`config.mk`:
```
export PLATFORM = sky130hd
export DESIGN_NAME = sts_cell
export DESIGN_NICKNAME = d
export VERILOG_FILES = /design/src/sts_pkg.sv /design/src/sts_cell.sv
export SDC_FILE = /design/constraint.sdc
export NUM_CORES = 1
export LEC_CHECK = 0
export ABC_AREA = 1
export BUFFER_PORTS_ARGS = -buffer_cell sky130_fd_sc_hd__buf_2
export CAP_MARGIN = 25
export CORE_MARGIN = 2
export CORE_UTILIZATION = 41
export DETAILED_ROUTE_END_ITERATION = 8
export PLACE_DENSITY = 0.71
export SLEW_MARGIN = 40
export SYNTH_ARGS = -nofsm -noshare
export SYNTH_HDL_FRONTEND = slang
export SYNTH_SLANG_ARGS = --single-unit
```
`constraint.sdc`:
```
create_clock -name clk -period 11.35 [get_ports clk]
set_input_delay 1.135 -clock clk [delete_from_list [all_inputs] [get_ports clk]]
set_output_delay 1.135 -clock clk [all_outputs]
set_load 0.01 [all_outputs]
```
`src/sts_pkg.sv`:
```
// Package for the stride tick scheduler: status codes, cell word types.
// No dependencies.
`timescale 1ns / 1ps
package sts_pkg;
  localparam logic [2:0] ST_ADDED = 3'd0;
  localparam logic [2:0] ST_FULL  = 3'd1;
  localparam logic [2:0] ST_RAN   = 3'd2;
  localparam logic [2:0] ST_IDLE  = 3'd3;
  localparam logic [2:0] ST_NONE  = 3'd4;

  // scan word passed from cell to cell
  typedef struct packed {
    logic        any;
    logic        ready;
    logic [31:0] earliest;
    logic [31:0] best_pass;
    logic [5:0]  best_id;
  } scan_t;

  // control from the top level to every cell
  typedef struct packed {
    logic        add;
    logic        run;
    logic [5:0]  sel;
    logic [31:0] now;
    logic [15:0] weight;
    logic [15:0] burst;
    logic [31:0] arrival;
  } cell_ctl_t;

  // job fields read from the selected cell
  typedef struct packed {
    logic [15:0] rem;
    logic [15:0] orig;
    logic [31:0] arrival;
    logic        has_run;
    logic [31:0] resp;
  } job_t;
endpackage

```
`src/sts_cell.sv`:
```
// One job slot of the scheduler chain: holds the job and folds it into the scan word.
// Depends on sts_pkg.
`timescale 1ns / 1ps
module sts_cell #(
  parameter int ID = 0
) (
  input  logic             clk,
  input  logic             rst,
  input  sts_pkg::cell_ctl_t ctl,
  input  sts_pkg::scan_t   scan_in,
  output sts_pkg::scan_t   scan_out,
  output logic             valid,
  output sts_pkg::job_t    job
);
  import sts_pkg::*;
  logic        has_run;
  logic [15:0] weight, rem, orig;
  logic [31:0] arrival, pass, resp;
  logic        me;
  logic [32:0] psum;

  assign me = (ctl.sel == 6'(ID));
  assign psum = {1'b0, pass} + 33'(weight);

  always_ff @(posedge clk) begin
    if (rst) begin
      valid   <= 1'b0;
      has_run <= 1'b0;
      pass    <= '0;
    end else if (ctl.add && me) begin
      valid   <= 1'b1;
      has_run <= 1'b0;
      pass    <= '0;
      weight  <= ctl.weight;
      rem     <= ctl.burst;
      orig    <= ctl.burst;
      arrival <= ctl.arrival;
    end else if (ctl.run && me) begin
      if (!has_run) resp <= ctl.now - arrival;
      has_run <= 1'b1;
      pass    <= psum[32] ? 32'hFFFF_FFFF : psum[31:0];
      if (rem <= 16'd1) begin
        rem   <= '0;
        valid <= 1'b0;
      end else begin
        rem <= rem - 16'd1;
      end
    end
  end

  always_ff @(posedge clk) begin
    scan_out <= scan_in;
    if (valid) begin
      if (!scan_in.any || arrival < scan_in.earliest) scan_out.earliest <= arrival;
      scan_out.any <= 1'b1;
      if (arrival <= ctl.now && (!scan_in.ready || pass < scan_in.best_pass)) begin
        scan_out.ready     <= 1'b1;
        scan_out.best_pass <= pass;
        scan_out.best_id   <= 6'(ID);
      end
    end
  end

  assign job = '{rem: rem, orig: orig, arrival: arrival, has_run: has_run, resp: resp};
endmodule

```
==> out/qor.yml <==
drtIter0Drc: 834
p_leak_nw: 7.81
io_pins: 348
grt_max_degree: 46
ys_top_cells_by_area: "edfxtp_1 27%, dfxtp_1 17%, nand2_1 12%, ha_1 11%, inv_1 6.1%"
cts_hold_buf: 0
power_mw: 1.88
core-area_um2: 30400
numCtsBuffers: 26
startpoint: "ctl[64]"
worst-path-max-fanout: 32
post-place-ws_ns: 7.39
hold_viol: 0
cts_sinks: 218
synth_top_area_share_pct: 26.7
clockRootBuffer: "clkbuf_16"
drtAntennaViolNets: 0
synthCells: 1576
layout.cells.non_filler: 2346
fp.dieW_um: 179
min_period_ns: 3.39
end_kind: "register"
layout-drive-gt1-share_pct: 21.7
slew-limit-headroom_pct: 55.8
overflow: 0
final_common_cell: "nand2_1"
cts_buffer_depth: 3
num_rows: 64
syn_nets: 1868
detail_route.wl_per_cell_um: 16.5
fin_setup_tns_ns: 0
io_buffers: 347
timing.rr.end: "scan_out[17]$_DFF_P_"
htreeDepth: 1
hpwl_um: 30600
ys_warn_count: 0
layout_common_cells: "399 x nand2_1, 347 x buf_2, 206 x inv_1"
critPathKind: "in2reg"
drt-total-wl_um: 38700
ys.flop_type: "edfxtp_1"
hold_slack_ns: 0.506
arrival_ns: 3.81
status: "completed"
p_per_area_nw_per_um2: 120
clock_latency_ns: 0.54
critPathLaunchType: "input port"
dr.pass1.iters: 5
grt_usage_pct: 23.3
yosysSeqAreaShare_pct: 43.6
syn_area_um2: 12600
post_cts_buffers: 0
grt_pass1_wl_um: 58100
worst_slew_pin_slew_ns: 0.661
reg2reg_from: "arrival[0]$_DFFE_PP_"
ys_async_sr_fraction_pct: 0
synth.distinct_cells: 43
yosys.area.top_type: "edfxtp_1"
rsz0062_at_grt: "no"
start_util_pct: 41.4
setup_ws_ns: 7.96
r2r_setup_slack_ns: 8.16
cts_tree: "done"
max_freq_mhz: 295
slew_violations: 0
max-vdd-ir-drop_v: 0.000103
finalClockSkew_ns: 0.0164
crit_end: "scan_out[17]$_DFF_P_"
antenna_found_initial: 3
finalSetupViolations: 0
synth_edf_count: 112
ys_ff_latch: 218
placedCellCount: 2295
avgSynthCellArea_um2: 7.98
nets: 2219
finalCritPeriodShare_pct: 29.8
cts_resized: 0
clkTransAtPathRegs_ns: 0.05
vias: 11800
die-height_um: 179
fillerInstances: 2913
maxCapViolCount: 0
hold_path_class: "reg2reg"
grt_pass1_vias: 11100
fp.dieArea_um2: 32100
gp_congestion: 0.946
drc: 0
syn_to_final_growth_pct: 24.4
crit_required_ns: 11.77
r2r_cells: 15
vias_per_cell: 5.02
==> registers in the layout (all words and copies together) (netlist names) <==
name / cells
rem: 16
orig: 16
has_run: 1
weight: 16
valid: 1
arrival: 32
resp: 32
pass: 32
scan_out: 72
==> kinds of logic (layout without fill, tap and decap cells) <==
| group | count (synthesis) | count (layout) | share of synthesized area [%] |
|---|---|---|---|
| buffers and inverters | 248 | 618 | 7.79 |
| adder cells (fa/ha/maj) | 114 | 114 | 11.5 |
| AND/OR/NAND/NOR | 734 | 734 | 24.5 |
| other | 0 | 4 | 0 |
| flip-flops | 218 | 218 | 43.6 |
| XOR/XNOR | 52 | 52 | 3.62 |
| AO/OA/AOI/OAI | 210 | 210 | 9.08 |
==> worst min-delay path by stage <==
stage | to | depth (start not counted) | startpoint
final | scan_out[6]$_DFF_P_ | 2 | pass[0]$_SDFFE_PP0P_
after global routing | scan_out[37]$_DFF_P_ | 2 | pass[31]$_SDFFE_PP0P_
after CTS | scan_out[6]$_DFF_P_ | 2 | pass[0]$_SDFFE_PP0P_
after detailed placement | scan_out[6]$_DFF_P_ | 2 | pass[0]$_SDFFE_PP0P_
after global placement | scan_out[6]$_DFF_P_ | 2 | pass[0]$_SDFFE_PP0P_
after floorplan | scan_out[37]$_DFF_P_ | 2 | pass[31]$_SDFFE_PP0P_
==> worst max-delay path, stage by stage <==
cell      delay [ns]
buf_2           0.07
inv_1           0.03
ha_1            0.22
fa_1            0.41
inv_1           0.07
nand2_1         0.06
nand2_1         0.06
nand3b_1        0.09
nand2_2         0.10
nand2_1         0.07
nand3_1         0.10
nand2_1         0.10
a21boi_4        0.39
buf_6           0.22
nand2_2         0.40
nand2_1         0.19
nand2_1         0.06
==> synth_stat cells, types with 8 or more instances <==
library cell,n
dfxtp_1,106
inv_1,206
ha_1,112
nor4_1,10
xnor2_1,18
a21oi_1,108
clkbuf_1,15
nand3_1,126
buf_2,12
nand4_1,17
a21o_1,8
nor3_1,23
nand2_1,400
xor2_1,34
edfxtp_1,112
nor2_1,136
o21ai_0,58
==> cell type report <==
| class | count | area, um2 | area share, % |
|---|---|---|---|
| Sequential cell | 218 | 5490 | 35.0 |
| Multi-Input combinational cell | 1110 | 6150 | 39.3 |
| Antenna cell | 4 | 10.0 | 0.0640 |
| Clock inverter | 8 | 121 | 0.776 |
| Inverter | 213 | 800 | 5.11 |
| Timing Repair Buffer | 358 | 1830 | 11.7 |
| Tap cell | 396 | 495 | 3.17 |
| Clock buffer | 39 | 762 | 4.87 |
==> stage by stage <==
step / utilization (%) / instance area [um2]
2_1_floorplan: - / 12600
3_3_place_gp: 48.4 / 14700
6_report: 51.4 / 15700
4_1_cts: 51.4 / 15600
3_5_place_dp: 48.5 / 14800
5_1_grt: 51.4 / 15600
==> metal layers <==
layer | share of wire (%) | GRT usage [%] | vias up
li1 | - | - | 5920
met1 | 43 | 29.1 | 5419
met2 | 49 | 41.4 | 379
met3 | 5.8 | 3.12 | 60
met4 | 2.6 | 7.26 | 0
met5 | 0 | 0 | -
==> report_power, final <==
part	switching (mW)	internal [mW]	total [mW]
registers	0.00634	0.845	0.851
logic	0.104	0.0715	0.175
clock network	0.325	0.530	0.855
No activity file was read; power rests on OpenSTA's default activity.
